**config.mk**
```make
export PLATFORM = sky130hd
export DESIGN_NAME = decimal_text_to_scaled_int
export DESIGN_NICKNAME = d
export VERILOG_FILES = /design/src/sv/dtsi_pkg.sv /design/src/sv/decimal_text_to_scaled_int.sv /design/src/sv/dtsi_mul10.sv
export SDC_FILE = /design/constraint.sdc
export NUM_CORES = 1
export LEC_CHECK = 0
export BUFFER_PORTS_ARGS = -buffer_cell sky130_fd_sc_hd__buf_4
export CAP_MARGIN = 20
export CORE_MARGIN = 2
export CORE_UTILIZATION = 44
export DETAILED_ROUTE_END_ITERATION = 8
export PLACE_DENSITY = 0.72
export SLEW_MARGIN = 10
export SYNTH_ARGS = -nofsm -noshare
export SYNTH_HDL_FRONTEND = slang
export SYNTH_SLANG_ARGS = --single-unit
```
**constraint.sdc**
```tcl
create_clock -name clk_i -period 8.31 [get_ports clk_i]
set_input_delay 1.662 -clock clk_i [delete_from_list [all_inputs] [get_ports clk_i]]
set_output_delay 1.662 -clock clk_i [all_outputs]
set_load 0.05 [all_outputs]
```
**src/sv/dtsi_pkg.sv**
```systemverilog
`timescale 1ns / 1ps

package dtsi_pkg;

  // Field widths
  localparam int unsigned CharW  = 8;
  localparam int unsigned ScaleW = 5;
  localparam int unsigned FracW  = 5;
  localparam int unsigned MagW   = 64;
  localparam int unsigned DigitW = 4;

  // Character codes
  localparam logic [CharW-1:0] CHAR_DOT   = 8'h2E;
  localparam logic [CharW-1:0] CHAR_MINUS = 8'h2D;
  localparam logic [CharW-1:0] CHAR_ZERO  = 8'h30;
  localparam logic [CharW-1:0] CHAR_NINE  = 8'h39;

  // Fraction count saturates here
  localparam logic [FracW-1:0] FRAC_SAT = 5'd19;

  // Magnitude limits: 2^63 for negative values, 2^63-1 for positive ones
  localparam logic [MagW-1:0] MAG_CAP     = 64'h8000_0000_0000_0000;
  localparam logic [MagW-1:0] MAG_CAP_POS = 64'h7FFF_FFFF_FFFF_FFFF;

  typedef enum logic [1:0] {
    ST_OK       = 2'd0,
    ST_INVALID  = 2'd1,
    ST_DECIMALS = 2'd2,
    ST_OVERFLOW = 2'd3
  } status_e;

  // Sequencer states, one-hot
  typedef enum logic [3:0] {
    S_IDLE  = 4'b0001,
    S_EVAL  = 4'b0010,
    S_SCALE = 4'b0100,
    S_EMIT  = 4'b1000
  } state_e;

  // Request to the shared times-ten unit
  typedef struct packed {
    logic [MagW-1:0]   mag;
    logic [DigitW-1:0] addend;
    logic [MagW-1:0]   cap;
  } mul10_req_t;

  // Response of the shared times-ten unit
  typedef struct packed {
    logic [MagW-1:0] prod;
    logic            ovf;
  } mul10_rsp_t;

endpackage

```
**src/sv/decimal_text_to_scaled_int.sv**
```systemverilog
`timescale 1ns / 1ps

// Channel   Direction  tdata               tuser        tlast
// s_axis    in         [7:0] char_code     [0] has_char is_last
// m_axis    out        [63:0] fixed_val    [1:0] status -
// cfg       in         [4:0] scale (written when cfg_we_i is high)
//
// A character without the last mark leaves the sequencer in S_IDLE, ready for
// the next one. After a last item, S_EVAL checks the text; the final scaling runs through the
// shared times-ten unit once per missing decimal place (at most MAX_SCALE times);
// an error found before scaling goes from S_EVAL straight to S_EMIT.
// s_axis_tready_o is low from the last item until its result is loaded into
// the output register; the result waits there while m_axis_tready_i is low.
// rst_ni clears the sequencer, the text state, the scale and the output valid.

module decimal_text_to_scaled_int #(
  parameter int unsigned MAX_SCALE = 18
) (
  input  logic                          clk_i,
  input  logic                          rst_ni,
  // configuration
  input  logic                          cfg_we_i,
  input  logic [dtsi_pkg::ScaleW-1:0]   cfg_wdata_i,      // scale
  // input stream
  input  logic                          s_axis_tvalid_i,
  output logic                          s_axis_tready_o,
  input  logic [dtsi_pkg::CharW-1:0]    s_axis_tdata_i,   // [7:0] char_code
  input  logic                          s_axis_tuser_i,   // [0] has_char
  input  logic                          s_axis_tlast_i,   // is_last
  // output stream
  output logic                          m_axis_tvalid_o,
  input  logic                          m_axis_tready_i,
  output logic [dtsi_pkg::MagW-1:0]     m_axis_tdata_o,   // [63:0] fixed_val
  output logic [1:0]                    m_axis_tuser_o    // [1:0] status
);
  import dtsi_pkg::*;

  localparam int unsigned CntW = $clog2(MAX_SCALE + 2);

  state_e            state_q, state_d;
  logic [ScaleW-1:0] scale_q;
  logic [MagW-1:0]   mag_q, mag_d;
  logic              neg_q, neg_d;
  logic              kept_q, kept_d;
  logic              dot_q, dot_d;
  logic              mant_end_q, mant_end_d;
  logic              digit_q, digit_d;
  logic [FracW-1:0]  frac_q, frac_d;
  logic              ovf_q, ovf_d;
  logic [CntW-1:0]   cnt_q, cnt_d;
  status_e           status_q, status_d;

  logic              out_valid_q;
  logic [MagW-1:0]   out_data_q;
  status_e           out_status_q;

  mul10_req_t        unit_req;
  mul10_rsp_t        unit_rsp;

  logic              in_acc;
  logic              out_free;
  logic [ScaleW-1:0] scale_eff;
  logic              is_digit, is_dot, is_minus;
  logic              push_en;
  logic [DigitW-1:0] push_digit;
  logic [CharW-1:0]  digit_off;

  assign in_acc   = s_axis_tvalid_i && s_axis_tready_o;
  assign out_free = !out_valid_q || m_axis_tready_i;
  assign s_axis_tready_o = (state_q == S_IDLE);

  // Scale clamped to the supported maximum
  assign scale_eff = (scale_q > ScaleW'(MAX_SCALE)) ? ScaleW'(MAX_SCALE) : scale_q;

  // Character classes
  assign is_digit  = (s_axis_tdata_i >= CHAR_ZERO) && (s_axis_tdata_i <= CHAR_NINE);
  assign is_dot    = (s_axis_tdata_i == CHAR_DOT);
  assign is_minus  = (s_axis_tdata_i == CHAR_MINUS) && !kept_q;
  assign digit_off = s_axis_tdata_i - CHAR_ZERO;

  // Digit to add: the character's value in the mantissa, zero for padding
  assign push_digit = (is_digit && !mant_end_q) ? digit_off[DigitW-1:0] : '0;

  // Shared unit operands
  always_comb begin
    unit_req.mag    = mag_q;
    unit_req.addend = (state_q == S_SCALE) ? '0 : push_digit;
    unit_req.cap    = ((state_q == S_SCALE) && !neg_q) ? MAG_CAP_POS : MAG_CAP;
  end

  dtsi_mul10 u_mul10 (
    .req_i (unit_req),
    .rsp_o (unit_rsp)
  );

  // Sequencer and text state
  always_comb begin
    state_d    = state_q;
    mag_d      = mag_q;
    neg_d      = neg_q;
    kept_d     = kept_q;
    dot_d      = dot_q;
    mant_end_d = mant_end_q;
    digit_d    = digit_q;
    frac_d     = frac_q;
    ovf_d      = ovf_q;
    cnt_d      = cnt_q;
    status_d   = status_q;
    push_en    = 1'b0;

    unique case (state_q)
      S_IDLE: begin
        if (in_acc) begin
          if (s_axis_tuser_i) begin
            if (is_minus) begin
              kept_d = 1'b1;
              neg_d  = 1'b1;
            end else if (is_digit || is_dot) begin
              kept_d = 1'b1;
              if (dot_q && (frac_q < FRAC_SAT)) begin
                frac_d = frac_q + 1'b1;
              end
              if (is_dot) begin
                if (!dot_q) begin
                  dot_d = 1'b1;
                end else begin
                  mant_end_d = 1'b1;
                  push_en    = 1'b1;
                end
              end else if (mant_end_q) begin
                push_en = 1'b1;
              end else begin
                digit_d    = 1'b1;
                push_en    = 1'b1;
              end
            end
          end
          // Accumulate a digit unless already overflowed
          if (push_en && !ovf_q) begin
            if (unit_rsp.ovf) begin
              ovf_d = 1'b1;
            end else begin
              mag_d = unit_rsp.prod;
            end
          end
          if (s_axis_tlast_i) begin
            state_d = S_EVAL;
          end
        end
      end

      S_EVAL: begin
        cnt_d = CntW'(scale_eff - frac_q);
        priority if (!kept_q) begin
          status_d = ST_INVALID;
          state_d  = S_EMIT;
        end else if (frac_q > scale_eff) begin
          status_d = ST_DECIMALS;
          state_d  = S_EMIT;
        end else if (!digit_q) begin
          status_d = ST_INVALID;
          state_d  = S_EMIT;
        end else if (ovf_q) begin
          status_d = ST_OVERFLOW;
          state_d  = S_EMIT;
        end else begin
          state_d = S_SCALE;
        end
      end

      S_SCALE: begin
        if (cnt_q == '0) begin
          status_d = (mag_q > unit_req.cap) ? ST_OVERFLOW : ST_OK;
          state_d  = S_EMIT;
        end else if (unit_rsp.ovf) begin
          status_d = ST_OVERFLOW;
          state_d  = S_EMIT;
        end else begin
          mag_d = unit_rsp.prod;
          cnt_d = cnt_q - 1'b1;
        end
      end

      S_EMIT: begin
        if (out_free) begin
          mag_d      = '0;
          neg_d      = 1'b0;
          kept_d     = 1'b0;
          dot_d      = 1'b0;
          mant_end_d = 1'b0;
          digit_d    = 1'b0;
          frac_d     = '0;
          ovf_d      = 1'b0;
          state_d    = S_IDLE;
        end
      end

      default: state_d = S_IDLE;
    endcase
  end

  // Control and text state registers
  always_ff @(posedge clk_i or negedge rst_ni) begin
    if (!rst_ni) begin
      state_q    <= S_IDLE;
      scale_q    <= '0;
      mag_q      <= '0;
      neg_q      <= 1'b0;
      kept_q     <= 1'b0;
      dot_q      <= 1'b0;
      mant_end_q <= 1'b0;
      digit_q    <= 1'b0;
      frac_q     <= '0;
      ovf_q      <= 1'b0;
    end else begin
      state_q    <= state_d;
      mag_q      <= mag_d;
      neg_q      <= neg_d;
      kept_q     <= kept_d;
      dot_q      <= dot_d;
      mant_end_q <= mant_end_d;
      digit_q    <= digit_d;
      frac_q     <= frac_d;
      ovf_q      <= ovf_d;
      if (cfg_we_i) begin
        scale_q <= cfg_wdata_i;
      end
    end
  end

  // Step count and status, no reset needed
  always_ff @(posedge clk_i) begin
    cnt_q    <= cnt_d;
    status_q <= status_d;
  end

  // Output register valid
  always_ff @(posedge clk_i or negedge rst_ni) begin
    if (!rst_ni) begin
      out_valid_q <= 1'b0;
    end else if ((state_q == S_EMIT) && out_free) begin
      out_valid_q <= 1'b1;
    end else if (m_axis_tready_i) begin
      out_valid_q <= 1'b0;
    end
  end

  // Output payload: signed result, zero on any error
  always_ff @(posedge clk_i) begin
    if ((state_q == S_EMIT) && out_free) begin
      out_status_q <= status_q;
      if (status_q != ST_OK) begin
        out_data_q <= '0;
      end else if (neg_q) begin
        out_data_q <= '0 - mag_q;
      end else begin
        out_data_q <= mag_q;
      end
    end
  end

  assign m_axis_tvalid_o = out_valid_q;
  assign m_axis_tdata_o  = out_data_q;
  assign m_axis_tuser_o  = out_status_q;

endmodule

```
**src/sv/dtsi_mul10.sv**
```systemverilog
`timescale 1ns / 1ps

// Shared unit: mag * 10 + addend, flags a result above cap.
module dtsi_mul10 (
  input  dtsi_pkg::mul10_req_t req_i,
  output dtsi_pkg::mul10_rsp_t rsp_o
);
  import dtsi_pkg::*;

  localparam int unsigned SumW = MagW + 4;

  logic [SumW-1:0] sum;

  // 10*m = 8*m + 2*m, four guard bits keep the full product
  always_comb begin
    sum = ({{4{1'b0}}, req_i.mag} << 3) + ({{4{1'b0}}, req_i.mag} << 1)
        + {{(SumW-DigitW){1'b0}}, req_i.addend};
    rsp_o.prod = sum[MagW-1:0];
    rsp_o.ovf  = sum > {{4{1'b0}}, req_i.cap};
  end

endmodule
```
==> impl_metrics.toml, run 1 <==
[timing]
period_needed_ps = 7958
fin_crit_sh = 0.9576
worstMarginPinSlew_ps = 1079
relSlewSlack = 0.2808
slew_viol_final = 0
fin_ws_ps = 352.3
holdWs_ps = 442.8
clock.fmax_mhz = 125.7
setup_viol = 0
fin_skew_ps = 12.17
hold_violations = 0
tns_ps = 0

[die]
fp.dieH_um = 188.3
ios = 88
rows = 67
dieArea_mm2 = 0.03547
die_w_um = 188.3
core_mm2 = 0.03353
start_util = 0.4459

[finish]
fillers = 3113
final_common_cell = "ha_1"
regArea_mm2 = 0.004322
multi_input_area_mm2 = 0.01029
mostFrequentLayoutCells = "ha_1, buf_4, nor2_1"
final_util = 0.5113
syn2layout_area_growth_pct = 14.68
drive_above_1_share = 0.1354
fin_area_mm2 = 0.01715
nets = 2023
n_antenna_cell = 0

[placed_design]
dpl.hpwl_um = 31790
io_buffer_count = 87
placed_cell_area_mm2 = 0.01646
pre_cts_ws_ps = -406.2
gp_congestion = 0.9529

[synth]
synth_nets = 1902
synthTopCellsByArea = "ha_1, edfxtp_1, dfrtp_1"
synth_seq_cells = 158
async_flop_share = 0.5380
ys_types = 83
yosys_most_used_dff = "dfrtp_1"
yosys_warnings = 0
synth_edf_count = 73
ys_seq_area_frac = 0.2890
syn_area_mm2 = 0.01495
synth_top_cell_by_area = "ha_1"
synthCells = 1617
postSynthAreaPerCell_um2 = 9.246
netlist.area_leader.share = 0.2193

[routing]
drc = 0
dr.max_layer_used = "met4"
wl_met2_um = 19090
num_vias = 13180
via_per_inst = 5.992
wl_um = 41600
wl_per_cell_um = 18.92
wl_met3_um = 2029
drt_iter0_drc = 993
wl_met1_um = 19270
ant_nets = 0
dr.pass1.iters = 5

[critical_path]
crit_top_cell = "buf_4"
cpMaxStageDelayCell = "or4_1"
cp_slowest_stage_delay_ps = 520
end_kind = "flop"
worst-path-max-fanout = 11
arrival_ps = 8350
crit_type = "in -> reg"
critPathLaunchType = "input pin"
cp.required_ps = 8700

[cts]
cts_buffers = 17
clk_pin_slew_ps = 70
cts_sinks = 158
insertion_delay_ps = 450
root_buffer = "clkbuf_16"
cts_tree = "yes"
htreeDepth = 4
clockBufferDepth = 2
holdBufCountCts = 0

[pwr]
vdd_drop_max_uv = 167.2
leakagePower_nw = 8.109
power.density_mw_per_mm2 = 350.9

[outcome]
status = "completed"

[global_routing]
grt_overflow_total = 0
grt_pass1_vias = 12580
gr-usage-all-layers = 0.2303
grt_max_degree = 83
antenna_found_initial = 0
grt_pass1_wl_um = 65540

[min_path]
min_path_type = "reg -> reg"

[job]
maxCapViolCount = 0
-- worst paths after layout --
path / start / slack (ps) / depth (start not counted) / endpoint
max in group asynchronous: rst_ni / 5990 / 2 / neg_q
min in group asynchronous: rst_ni / 1170 / 1 / mag_q[27]
worst max-delay path: s_axis_tdata_i[7] / 350 / 33 / mag_q[56]
worst min register to register: status_q[1] / 440 / 0 / m_axis_tuser_o[1]
worst min-delay path: status_q[1] / 440 / 0 / m_axis_tuser_o[1]
worst max register to register: state_q[0] / 1260 / 32 / mag_q[56]
-- registers in the layout (all words and copies together), names as in the netlist --
register,flops
cnt_q,5
digit_q,1
dot_q,1
frac_q,5
kept_q,1
m_axis_tdata_o,64
m_axis_tuser_o,2
m_axis_tvalid_o,1
mag_q,64
mant_end_q,1
neg_q,1
ovf_q,1
scale_q,5
state_q,4
status_q,2
-- stage by stage --
step	cells	power, mW
floorplan	1617	3.913
global placement	2162	4.987
detailed placement	2162	5.107
CTS	2194	5.890
global route	2199	6.508
finish	2199	6.016
-- kinds of logic (layout without fill, tap and decap cells) --
kind of cell,Yosys count,in the layout,share of synthesized area
AO/OA/AOI/OAI,498,498,0.2221
flip-flops,158,158,0.2890
AND/OR/NAND/NOR,465,465,0.1560
XOR/XNOR,130,130,0.07616
buffers and inverters,90,224,0.02552
multiplexers,11,11,0.007951
adder cells (fa/ha/maj),265,265,0.2233
-- critical path: cells and delay by family --
kind	cells	cell delay (ps)
AO/OA/AOI/OAI	10	1790
XOR/XNOR	1	120
adder cells (fa/ha/maj)	3	1070
buffers and inverters	6	910
multiplexers	1	70
AND/OR/NAND/NOR	12	2720
-- cell usage after synthesis, types with 4 or more instances --
cell	instances
ha_1	262
nor2_1	141
a21oi_1	129
nand2_1	103
o21ai_0	98
xor2_1	87
dfrtp_1	84
a21o_1	75
edfxtp_1	73
a22o_1	63
nand4_1	43
xnor2_1	43
clkbuf_1	37
inv_1	33
nand3_1	33
nor3_1	32
o31ai_1	25
o21bai_1	19
or3_1	19
nand2b_1	15
buf_2	14
nor2b_1	11
a211oi_1	10
and3_1	10
or2_2	10
o21a_1	9
or4_1	9
and2_1	8
a31oi_1	7
mux2_2	7
o211ai_1	7
a221oi_1	5
o41ai_1	5
a21boi_0	4
a31o_2	4
mux2i_1	4
nor4_1	4
o311ai_0	4
o31ai_2	4
-- layer usage --
metal	GRT usage	vias to the layer above
li1	-	6389
met1	0.3138	6346
met2	0.3777	364
met3	0.03110	77
met4	0.07662	0
met5	0	-
-- power breakdown --
group	switching (mW)	internal [mW]	total, mW
logic	2.28	1.69	3.97
clock network	0.350	0.416	0.766
registers	0.323	0.956	1.28
total	2.96	3.06	6.02
-- cell type report --
cell class | instances | share of cell area
sequential | 158 | 0.2521
inverter | 34 | 0.007444
clock inverter | 14 | 0.007736
multi-input combinational | 1369 | 0.5999
timing repair buffer | 158 | 0.07509
tap | 448 | 0.03269
clock buffer | 18 | 0.02503
-- what timing repair did --
action                                  4_1_cts  5_1_grt
buffers inserted                              0        2
endpoints found under the setup margin        1       74
pin swaps                                     0        4
resized for setup                             1       14
cloned                                        0        3
Power figures use the tool's default switching activity.
==> run 2, diff against run 1 <==
- CORE_UTILIZATION: 44 -> 35
- PLACE_DENSITY: 0.72 -> 0.62
==> impl_metrics.toml, run 2 (synthesis results as in run 1) <==
[critical_path]
worstRegToRegCells = 33
rrSetupSlack_ps = 1130
cp_slowest_stage_delay_ps = 500
reg2reg_to = "mag_q[26]"
worst-path-stages = 31
startpoint = "s_axis_tdata_i[7]"
arrival_ps = 8290
crit_type = "in -> reg"
crit_top_cell = "buf_4"
cp.required_ps = 8650
critPathLaunchType = "input pin"
critPathBufInv = 6
cpMaxStageDelayCell = "or4_1"
end_kind = "flop"
worst-path-max-fanout = 42
r2r-start = "state_q[3]"
crit_end = "mag_q[26]"
crit_family = "simple AND/OR/NAND/NOR gates"

[finish]
fillers = 4157
multi_input_area_mm2 = 0.01030
mostFrequentLayoutCells = "ha_1, buf_4, nor2_1"
n_antenna_cell = 0
drive_above_1_share = 0.1390
final_common_cell = "ha_1"
nets = 2028
final_cell_count_no_fill = 2295
regArea_mm2 = 0.004322
final_util = 0.4107
syn2layout_area_growth_pct = 15.50

[pwr]
vdd_drop_max_uv = 160.0
leakagePower_nw = 8.130
power.density_mw_per_mm2 = 345.7
power_mw = 5.969

[timing]
tns_ps = 0
fin_skew_ps = 11.08
holdWs_ps = 446.5
setup_viol = 0
hold_violations = 0
slew_viol_final = 0
fin_crit_sh = 0.9568
rsz0062_at_grt = "no"
period_needed_ps = 7951
clock.fmax_mhz = 125.8
relSlewSlack = 0.3528
worstMarginPinSlew_ps = 970.8

[outcome]
status = "completed"

[job]
maxCapViolCount = 0

[die]
dieArea_mm2 = 0.04439
rows = 75
fp.dieH_um = 210.7
core_mm2 = 0.04204
die_w_um = 210.7
ios = 88
start_util = 0.3556

[placed_design]
gp_congestion = 0.9135
post-place-cells = 2262
dpl.hpwl_um = 33160
io_buffer_count = 87

[global_routing]
grt_max_degree = 78
gr-usage-all-layers = 0.1903
antenna_found_initial = 0
grt_overflow_total = 0
grt_pass1_vias = 12750
grt_pass1_wl_um = 67540

[cts]
insertion_delay_ps = 450
htreeDepth = 4
holdBufCountCts = 0
root_buffer = "clkbuf_16"
cts_tree = "yes"
clockBufferDepth = 2
cts_sinks = 158
clk_pin_slew_ps = 70
cts_buffers = 17

[routing]
num_vias = 13020
via_per_inst = 5.673
dr.pass1.iters = 5
drc = 0
drt_iter0_drc = 872
wl_per_cell_um = 18.19
wl_um = 41740
ant_nets = 0

[min_path]
hp-start = "status_q[0]"
min_path_type = "reg -> reg"
[run 2: final cells by class]
type | count | share of cell area
Multi-Input combinational cell | 1369 | 0.5963
Timing Repair Buffer | 163 | 0.07376
Tap cell | 539 | 0.03906
Inverter | 34 | 0.007391
Sequential cell | 158 | 0.2503
Clock buffer | 17 | 0.02464
Clock inverter | 15 | 0.008550
[run 2: power breakdown]
group	internal [mW]	leakage (nW)	switching [mW]
clock	0.421	0.274	0.358
combinational	1.70	6.07	2.22
sequential	0.956	1.78	0.317
[run 2: metal layers]
metal | vias up | GRT usage | wire length, um
li1 | 6387 | - | -
met2 | 250 | 0.3135 | 19570
met5 | - | 0 | 0
met1 | 6327 | 0.2605 | 19880
met3 | 55 | 0.02126 | 1323
met4 | 0 | 0.06241 | 973
[run 2: timing repair]
action	4_1_cts	5_1_grt
resized for setup	0	15
buffers inserted	0	1
setup endpoints to repair	0	74
[run 2: stage by stage]
step,cell area (um2),setup WS [ps]
finish,17270,359.2
global route,17270,31.72
CTS,17220,127.8
detailed placement,16640,-300.1
global placement,16640,-298.8
floorplan,14950,148.9
[run 2: how the worst min path moves through the flow]
stage / to / slack, ps / cells after the start
after global routing: m_axis_tuser_o[0] / 450 / 0
after floorplan: m_axis_tuser_o[0] / 420 / 0
after detailed placement: m_axis_tuser_o[0] / 430 / 0
after CTS: m_axis_tuser_o[0] / 450 / 0
after global placement: m_axis_tuser_o[0] / 420 / 0
final: m_axis_tuser_o[0] / 450 / 0
